`src/design/countdown_timer_bank_defines.svh`:
```
// Assertion macros for the countdown timer bank.
// Each macro expects clk_i and rst_ni in the scope where it is used.
`ifndef COUNTDOWN_TIMER_BANK_DEFINES_SVH
`define COUNTDOWN_TIMER_BANK_DEFINES_SVH

// The condition holds at every clock edge outside reset.
`define CTB_ASSERT_HOLDS(label, cond, msg) \
  label: assert property (@(posedge clk_i) disable iff (!rst_ni) (cond)) else $error(msg);

// The consequent holds in the same cycle as the antecedent.
`define CTB_ASSERT_IMPLIES(label, ante, cons, msg) \
  label: assert property (@(posedge clk_i) disable iff (!rst_ni) (ante) |-> (cons)) \
    else $error(msg);

// The consequent holds in the cycle after the antecedent.
`define CTB_ASSERT_NEXT(label, ante, cons, msg) \
  label: assert property (@(posedge clk_i) disable iff (!rst_ni) (ante) |=> (cons)) \
    else $error(msg);

`endif

```
`src/design/ctb_pkg.sv`:
```
`default_nettype none

package ctb_pkg;

  // Width of a seconds count and of a warning threshold.
  localparam int TimeW = 32;
  // Width of the slot field in a result.
  localparam int SlotW = 4;
  // Zero bits that round the result data up to whole bytes.
  localparam int OutPadW = 4;
  localparam int InDataW = 2 * TimeW;
  localparam int OutDataW = SlotW + TimeW + OutPadW;

  // Request kinds carried in the input tuser.
  localparam logic ActAdd = 1'b0;
  localparam logic ActTick = 1'b1;

  typedef enum logic [2:0] {
    KindAdded   = 3'd0,
    KindRefused = 3'd1,
    KindWarning = 3'd2,
    KindExpired = 3'd3,
    KindDone    = 3'd4
  } kind_e;

  typedef enum logic [4:0] {
    StIdle  = 5'b00001,
    StAdd   = 5'b00010,
    StRead  = 5'b00100,
    StCheck = 5'b01000,
    StDone  = 5'b10000
  } state_e;

  // Verdict of the shared decrement and compare unit.
  typedef struct packed {
    logic             zero;
    logic             warn;
    logic [TimeW-1:0] next;
  } dec_res_t;

endpackage

`default_nettype wire

```
`src/design/ctb_store.sv`:
```
`default_nettype none

module ctb_store import ctb_pkg::*; #(
  parameter int Depth = 16
) (
  input  wire logic                                  clk_i,
  input  wire logic                                  rem_we_i,
  input  wire logic                                  thr_we_i,
  input  wire logic [((Depth > 1) ? $clog2(Depth) : 1)-1:0] wr_addr_i,
  input  wire logic [TimeW-1:0]                      wr_rem_i,
  input  wire logic [TimeW-1:0]                      wr_thr_i,
  input  wire logic                                  rd_en_i,
  input  wire logic [((Depth > 1) ? $clog2(Depth) : 1)-1:0] rd_addr_i,
  output logic      [TimeW-1:0]                      rd_rem_o,
  output logic      [TimeW-1:0]                      rd_thr_o
);

  logic [TimeW-1:0] rem_mem [Depth];
  logic [TimeW-1:0] thr_mem [Depth];
  logic [TimeW-1:0] rd_rem_q;
  logic [TimeW-1:0] rd_thr_q;

  // One write and one registered read per cycle on each store.
  always_ff @(posedge clk_i) begin
    if (rem_we_i) begin
      rem_mem[wr_addr_i] <= wr_rem_i;
    end
    if (thr_we_i) begin
      thr_mem[wr_addr_i] <= wr_thr_i;
    end
    if (rd_en_i) begin
      rd_rem_q <= rem_mem[rd_addr_i];
      rd_thr_q <= thr_mem[rd_addr_i];
    end
  end

  assign rd_rem_o = rd_rem_q;
  assign rd_thr_o = rd_thr_q;

endmodule

`default_nettype wire

```
`src/design/ctb_dec_unit.sv`:
```
`default_nettype none

module ctb_dec_unit import ctb_pkg::*; (
  input  wire logic [TimeW-1:0] rem_i,
  input  wire logic [TimeW-1:0] thr_i,
  output dec_res_t              res_o
);

  logic [TimeW-1:0] next;
  logic             zero;

  // A running timer loses one second and warns when it lands on its threshold.
  assign zero = (rem_i == '0);
  assign next = rem_i - TimeW'(1);

  assign res_o.zero = zero;
  assign res_o.next = next;
  assign res_o.warn = !zero && (next == thr_i);

endmodule

`default_nettype wire

```
`src/design/countdown_timer_bank.sv`:
```
// An add request gives its single result from the add state through the output register.
// A tick request walks the stored timers in order: read, then one check per timer visited
// through the shared decrement and compare unit, then done; an expired timer ends the walk early.
// Input ready is low until a request is finished; results wait while the output register is full.
// Reset (rst_ni low, asynchronous) empties the bank and drops any pending result.
`default_nettype none
`include "countdown_timer_bank_defines.svh"

module countdown_timer_bank import ctb_pkg::*; #(
  parameter int TIMER_SLOTS = 16
) (
  input  wire logic                clk_i,
  input  wire logic                rst_ni,
  input  wire logic                s_axis_tvalid_i,
  output logic                     s_axis_tready_o,
  // Fields from bit 0 up: start_seconds [31:0], warn_seconds [63:32].
  input  wire logic [InDataW-1:0]  s_axis_tdata_i,
  // Fields: action [0] (0 adds a timer, 1 is a one-second tick).
  input  wire logic                s_axis_tuser_i,
  output logic                     m_axis_tvalid_o,
  input  wire logic                m_axis_tready_i,
  // Fields from bit 0 up: timer_slot [3:0], warn_value [35:4], zero padding [39:36].
  output logic      [OutDataW-1:0] m_axis_tdata_o,
  // Fields: event_kind [2:0].
  output logic      [2:0]          m_axis_tuser_o,
  output logic                     m_axis_tlast_o
);

  // Index width addresses the stores; the count width can also hold the full count.
  localparam int IdxW = (TIMER_SLOTS > 1) ? $clog2(TIMER_SLOTS) : 1;
  localparam int CntW = $clog2(TIMER_SLOTS + 1);
  localparam logic [CntW-1:0] SlotsC = CntW'(TIMER_SLOTS);

  state_e           state_q, state_d;
  logic [CntW-1:0]  count_q, count_d;
  logic [CntW-1:0]  idx_q, idx_d;
  logic [CntW-1:0]  idx_next;
  logic [TimeW-1:0] start_q;
  logic [TimeW-1:0] warn_q;

  // Store port controls.
  logic             rem_we;
  logic             thr_we;
  logic [IdxW-1:0]  wr_addr;
  logic [TimeW-1:0] wr_rem;
  logic             rd_en;
  logic [IdxW-1:0]  rd_addr;
  logic [TimeW-1:0] rd_rem;
  logic [TimeW-1:0] rd_thr;
  dec_res_t         dec_res;

  // Output register, loaded by the sequencer when the slot is free.
  logic             out_valid_q;
  logic [2:0]       out_kind_q;
  logic [SlotW-1:0] out_slot_q;
  logic [TimeW-1:0] out_warn_q;
  logic             out_last_q;
  logic             out_free;
  logic             out_load;
  kind_e            out_kind;
  logic [SlotW-1:0] out_slot;
  logic [TimeW-1:0] out_warn;
  logic             out_last;
  logic             in_accept;

  assign s_axis_tready_o = (state_q == StIdle);
  assign in_accept = s_axis_tvalid_i && s_axis_tready_o;
  // A result may be written when the register is empty or drains in this cycle.
  assign out_free = !out_valid_q || m_axis_tready_i;
  assign idx_next = idx_q + CntW'(1);

  ctb_store #(
    .Depth(TIMER_SLOTS)
  ) u_store (
    .clk_i    (clk_i),
    .rem_we_i (rem_we),
    .thr_we_i (thr_we),
    .wr_addr_i(wr_addr),
    .wr_rem_i (wr_rem),
    .wr_thr_i (warn_q),
    .rd_en_i  (rd_en),
    .rd_addr_i(rd_addr),
    .rd_rem_o (rd_rem),
    .rd_thr_o (rd_thr)
  );

  ctb_dec_unit u_dec (
    .rem_i(rd_rem),
    .thr_i(rd_thr),
    .res_o(dec_res)
  );

  // Sequencer. A tick walks the slots in order, one per cycle in the check
  // state: the timer under test is written back while the next slot is read,
  // so the store's read latency is hidden after the first slot. The walk stalls
  // only when a warning or an expiry has to wait for the output register.
  always_comb begin
    state_d  = state_q;
    count_d  = count_q;
    idx_d    = idx_q;
    rem_we   = 1'b0;
    thr_we   = 1'b0;
    wr_addr  = idx_q[IdxW-1:0];
    wr_rem   = dec_res.next;
    rd_en    = 1'b0;
    rd_addr  = idx_q[IdxW-1:0];
    out_load = 1'b0;
    out_kind = KindDone;
    out_slot = '0;
    out_warn = '0;
    out_last = 1'b0;
    unique case (state_q)
      StIdle: begin
        if (in_accept) begin
          idx_d = '0;
          if (s_axis_tuser_i == ActAdd) begin
            state_d = StAdd;
          end else begin
            state_d = StRead;
          end
        end
      end
      StAdd: begin
        if (out_free) begin
          out_load = 1'b1;
          out_last = 1'b1;
          state_d  = StIdle;
          if (count_q == SlotsC) begin
            // The bank is full: nothing is stored and the request is refused.
            out_kind = KindRefused;
          end else begin
            out_kind = KindAdded;
            out_slot = SlotW'(count_q);
            rem_we   = 1'b1;
            thr_we   = 1'b1;
            wr_addr  = count_q[IdxW-1:0];
            wr_rem   = start_q;
            count_d  = count_q + CntW'(1);
          end
        end
      end
      StRead: begin
        if (count_q == '0) begin
          state_d = StDone;
        end else begin
          rd_en   = 1'b1;
          state_d = StCheck;
        end
      end
      StCheck: begin
        if (dec_res.zero) begin
          // The first timer found at zero expires and ends the walk.
          if (out_free) begin
            out_load = 1'b1;
            out_kind = KindExpired;
            out_slot = SlotW'(idx_q);
            state_d  = StDone;
          end
        end else if (!dec_res.warn || out_free) begin
          rem_we = 1'b1;
          if (dec_res.warn) begin
            out_load = 1'b1;
            out_kind = KindWarning;
            out_slot = SlotW'(idx_q);
            out_warn = rd_thr;
          end
          idx_d = idx_next;
          if (idx_next < count_q) begin
            rd_en   = 1'b1;
            rd_addr = idx_next[IdxW-1:0];
          end else begin
            state_d = StDone;
          end
        end
      end
      StDone: begin
        if (out_free) begin
          out_load = 1'b1;
          out_kind = KindDone;
          out_last = 1'b1;
          state_d  = StIdle;
        end
      end
      default: begin
        state_d = StIdle;
      end
    endcase
  end

  always_ff @(posedge clk_i or negedge rst_ni) begin
    if (!rst_ni) begin
      state_q     <= StIdle;
      count_q     <= '0;
      idx_q       <= '0;
      out_valid_q <= 1'b0;
    end else begin
      state_q <= state_d;
      count_q <= count_d;
      idx_q   <= idx_d;
      if (out_load) begin
        out_valid_q <= 1'b1;
      end else if (m_axis_tready_i) begin
        out_valid_q <= 1'b0;
      end
    end
  end

  // Request payload and result payload need no reset.
  always_ff @(posedge clk_i) begin
    if (in_accept) begin
      start_q <= s_axis_tdata_i[TimeW-1:0];
      warn_q  <= s_axis_tdata_i[InDataW-1:TimeW];
    end
    if (out_load) begin
      out_kind_q <= out_kind;
      out_slot_q <= out_slot;
      out_warn_q <= out_warn;
      out_last_q <= out_last;
    end
  end

  assign m_axis_tvalid_o = out_valid_q;
  assign m_axis_tdata_o  = {OutPadW'(0), out_warn_q, out_slot_q};
  assign m_axis_tuser_o  = out_kind_q;
  assign m_axis_tlast_o  = out_last_q;

  `CTB_ASSERT_HOLDS(a_count_bound, count_q <= SlotsC, "timer count beyond bank size")
  `CTB_ASSERT_IMPLIES(a_walk_range, state_q == StCheck, idx_q < count_q, "walk past last timer")
  `CTB_ASSERT_IMPLIES(a_no_zero_wb, (state_q == StCheck) && rem_we, !dec_res.zero, "expired timer written back")
  `CTB_ASSERT_NEXT(a_done_idle, (state_q == StDone) && out_free, state_q == StIdle, "tick did not finish")
  `CTB_ASSERT_NEXT(a_add_count, (state_q == StAdd) && out_free && (count_q != SlotsC), count_q == $past(count_q) + 1'b1, "add did not take a slot")

endmodule

`default_nettype wire
```
`config.mk`:
```
export PLATFORM = sky130hd
export DESIGN_NAME = countdown_timer_bank
export DESIGN_NICKNAME = d
export VERILOG_FILES = /design/src/design/ctb_pkg.sv /design/src/design/ctb_store.sv /design/src/design/ctb_dec_unit.sv /design/src/design/countdown_timer_bank.sv
export VERILOG_INCLUDE_DIRS = /design/src /design/src/design
export SDC_FILE = /design/constraint.sdc
export NUM_CORES = 1
export LEC_CHECK = 0
export ABC_AREA = 0
export BUFFER_PORTS_ARGS = -buffer_cell sky130_fd_sc_hd__buf_2
export CAP_MARGIN = 25
export CELL_PAD_IN_SITES_DETAIL_PLACEMENT = 1
export CELL_PAD_IN_SITES_GLOBAL_PLACEMENT = 2
export CORE_MARGIN = 1.5
export CORE_UTILIZATION = 41
export DETAILED_ROUTE_END_ITERATION = 10
export GPL_ROUTABILITY_DRIVEN = 0
export PLACE_DENSITY = 0.69
export SLEW_MARGIN = 20
export SYNTH_ARGS = -nofsm -noshare
export SYNTH_HDL_FRONTEND = slang
export SYNTH_SLANG_ARGS = --single-unit
```
`constraint.sdc`:
```
create_clock -name clk_i -period 12.7 [get_ports clk_i]
set_input_delay 0.635 -clock clk_i [delete_from_list [all_inputs] [get_ports clk_i]]
set_output_delay 0.635 -clock clk_i [all_outputs]
set_load 0.01 [all_outputs]
```
==> flow_summary.json <==
{
  "routed_wl_um": 202000,
  "grt_max_degree": 165,
  "r2r_start": "u_store.rd_rem_o[0]$_DFFE_PP_",
  "core-area_mm2": 0.148,
  "power_w": 0.0112,
  "overflow": 0,
  "endpoint": "u_store.rd_rem_o[7]$_DFFE_PP_",
  "fin_area_mm2": 0.0687,
  "post-place-ws_ns": 5.61,
  "dr.pass1.iters": 5,
  "worstPathRequired_ns": 13.31,
  "clock.fmax_mhz": 139,
  "grt_pass1_vias": 41100,
  "fin_skew_ns": 0.0276,
  "setup_viol": 0,
  "rsz0062_at_grt": "false",
  "startpoint_type": "flop",
  "port_buffers": 110,
  "synth_top_area_cell": "edfxtp_1",
  "fin_cells": 6617,
  "initial_core_util_pct": 41.3,
  "placed_area_mm2": 0.0639,
  "leakagePower_nw": 21.0,
  "fp.dieW_um": 389,
  "post-route-period-util_pct": 56.5,
  "irDropWorstVdd_mv": 0.112,
  "synthCells": 4543,
  "p_per_area_mw_per_mm2": 163,
  "dp.cells": 6332,
  "synth_top_area_share_pct": 58.6,
  "ant_nets": 0,
  "grt_util_all_layers_pct": 26.2,
  "synthDistinctLibCells": 77,
  "drc": 0,
  "arrival_ns": 7.79,
  "cts.sinks": 1208,
  "ios": 115,
  "synthToLayoutAreaGrowth_pct": 12.4,
  "r2r_end": "u_store.rd_rem_o[7]$_DFFE_PP_",
  "cts-root-buf": "clkbuf_16",
  "fin_nets": 4663,
  "grt_pass1_wl_um": 289000,
  "drt_iter0_drc": 3372,
  "endpoint_kind": "flop",
  "grt_antenna_before_repair": 23,
  "setup_ws_ns": 5.52,
  "synth-seq-area-share_pct": 59.3,
  "synthesis.area_mm2": 0.0611,
  "yosys_most_used_dff": "edfxtp_1",
  "clockBufferDepth": 3,
  "layout-drive-gt1-share_pct": 16.1,
  "synth_warnings": 0,
  "fin_crit_ns": 7.18,
  "crit_fanout": 30,
  "num_vias": 40300,
  "startpoint": "u_store.rd_rem_o[0]$_DFFE_PP_",
  "tns_ns": 0,
  "dp_hpwl_um": 111000,
  "async_reset_ff_share_pct": 1.32,
  "r2r_cells": 14,
  "cap_violations": 0,
  "yosys_register_bits": 1208,
  "wl_per_cell_um": 30.5,
  "max_slew_margin_pct": 23.5,
  "row_count": 141,
  "dieArea_mm2": 0.151,
  "post_cts_resized": 0,
  "die_h_um": 389,
  "netlist_top_cells_area": "edfxtp_1 (59%), mux2i_1 (18%), o211ai_1 (3.1%)",
  "cts_inserted_buffers": 141,
  "finalMaxSlewViolations": 0,
  "hp-class": "primary input to flop",
  "path_class": "flop to flop",
  "cts_tree": "built",
  "ctsHtreeMaxLevel": 4,
  "tightest_slew_ns": 1.15,
  "clk_pin_slew_ns": 0.06,
  "reg2reg_setup_slack_ns": 5.52,
  "status": "finished clean",
  "synth_area_per_cell_um2": 13.4,
  "synth-edff-count": 1192,
  "worstSkewPairLatency_ns": 0.78,
  "routed_via_density": 6.09,
  "hold_viol": 0
}
## flip-flops by register name (all words and copies together) (netlist names)
register          flops
count_q               5
idx_q                 5
m_axis_tlast_o        1
m_axis_tuser_o        3
m_axis_tvalid_o       1
out_slot_q            4
out_warn_q           32
start_q              32
state_q               5
u_store.rd_rem_o     32
u_store.rd_thr_o     32
u_store.rem_mem     512
u_store.thr_mem     512
warn_q               32
## critical path, cell delays in order (launching register included)
cell and delay (ns):
edfxtp_1 0.59, inv_1 0.16, ha_1 0.33, or3b_2 0.50, nor4_1 0.63, nand4_1 0.20
xnor2_1 0.21, or4_1 0.54, or4_1 0.70, o31a_2 0.71, a21oi_4 0.75, buf_4 0.62
buf_4 0.64, o32ai_1 0.18, nand4_1 0.18
## what timing repair did
| item | in CTS | in global routing |
|---|---|---|
| hold endpoints to repair | 49 | 0 |
| buffers inserted | 0 | 0 |
| hold buffers | 35 | 0 |
## synth_stat cells (4+ instances only)
| library cell | instances |
|---|---|
| nand2b_1 | 141 |
| a31oi_1 | 7 |
| nand4_1 | 71 |
| o21ai_0 | 39 |
| nor3b_1 | 6 |
| edfxtp_1 | 1192 |
| mux4_2 | 10 |
| nor4b_1 | 4 |
| mux2_1 | 7 |
| buf_2 | 40 |
| and2_1 | 36 |
| o32ai_1 | 126 |
| or4_1 | 14 |
| xor2_1 | 22 |
| a22oi_1 | 66 |
| nor4_1 | 20 |
| o31ai_1 | 4 |
| buf_4 | 5 |
| nor3_1 | 24 |
| a32oi_1 | 67 |
| nor2b_1 | 8 |
| clkbuf_1 | 296 |
| a21oi_1 | 22 |
| or2_2 | 130 |
| nor2_1 | 328 |
| a22o_1 | 8 |
| and4_1 | 4 |
| ha_1 | 9 |
| o211ai_1 | 254 |
| or3_1 | 14 |
| mux2i_1 | 1073 |
| nand3_1 | 22 |
| buf_1 | 27 |
| dfrtp_1 | 15 |
| mux2_2 | 126 |
| inv_1 | 17 |
| and3_1 | 7 |
| xnor3_1 | 4 |
| xnor2_1 | 45 |
| nand2_1 | 178 |
## cell families after synthesis
family                   after synthesis  share of synthesized area [%]
adder cells (fa/ha/maj)                9                          0.184
flip-flops                          1208                           59.3
XOR/XNOR                              71                           1.11
AND/OR/NAND/NOR                     1024                           8.55
AO/OA/AOI/OAI                        626                           7.94
other                                  1                        0.00614
buffers and inverters                387                           2.50
multiplexers                        1217                           20.4
## placed cells by master (no fill, tap or decap), drive strengths merged, types with 10 or more instances in the layout
cell	n
o211ai	254
or2	130
nand2b	141
nor3	24
or3	14
xnor2	45
or4	15
clkinv	49
o32ai	126
nand3	22
xor2	22
dfrtp	15
nand2	178
clkbuf	176
and2	36
mux4	10
a21oi	24
o21ai	39
buf	229
dlygate4sd3	35
mux2	133
nand4	71
mux2i	1074
a32oi	67
inv	26
a22oi	66
edfxtp	1192
nor4	22
nor2	328
## how the worst min path moves through the flow
| stage | start | endpoint | slack [ns] | cells after the start |
|---|---|---|---|---|
| 6_report | s_axis_tdata_i[46] | warn_q[14]$_DFFE_PP_ | 0.05 | 1 |
| 5_1_grt | s_axis_tdata_i[63] | warn_q[31]$_DFFE_PP_ | 0.01 | 1 |
| 3_3_place_gp | idx_q[4]$_DFFE_PN0P_ | idx_q[4]$_DFFE_PN0P_ | 0.50 | 1 |
| 3_5_place_dp | idx_q[4]$_DFFE_PN0P_ | idx_q[4]$_DFFE_PN0P_ | 0.51 | 1 |
| 4_1_cts | s_axis_tdata_i[29] | start_q[29]$_DFFE_PP_ | 0.0003 | 1 |
| 2_1_floorplan | rst_ni | count_q[0]$_DFFE_PN0P_ | 0.34 | 0 |
## metrics by stage
step	hold slack [ns]	utilization, %
final	0.0452	46.4
after CTS	0.000287	46.4
after global placement	0.504	43.2
after floorplan	0.339	-
after detailed placement	0.509	43.2
after global routing	0.0137	46.4
## report_power, final
group	switching (W)	total (W)	internal [W]
sequential	0.000246	0.00499	0.00474
combinational	0.00149	0.00235	0.000864
clock	0.00165	0.00386	0.00222
## layer usage
metal | share of wire (%) | vias to the layer above | wire [um] | track usage (%)
li1 | - | 17700 | - | -
met1 | 45 | 21100 | 91900 | 36.6
met2 | 46 | 1141 | 93000 | 41.8
met3 | 5.8 | 305 | 11600 | 4.62
met4 | 2.7 | 8 | 5420 | 7.70
met5 | 0.029 | - | 59 | 0
## area by class of cell
class | instances | area (um^2)
diodes | 1 | 2.50
clock buffers | 175 | 3710
clock inverters | 69 | 622
fillers | 14700 | 79200
inverters | 18 | 75.1
multi-input cells | 2951 | 23700
flip-flops and latches | 1208 | 36200
well taps | 1930 | 2410
repair buffers | 265 | 1890
(Power assumes the default switching activity.)
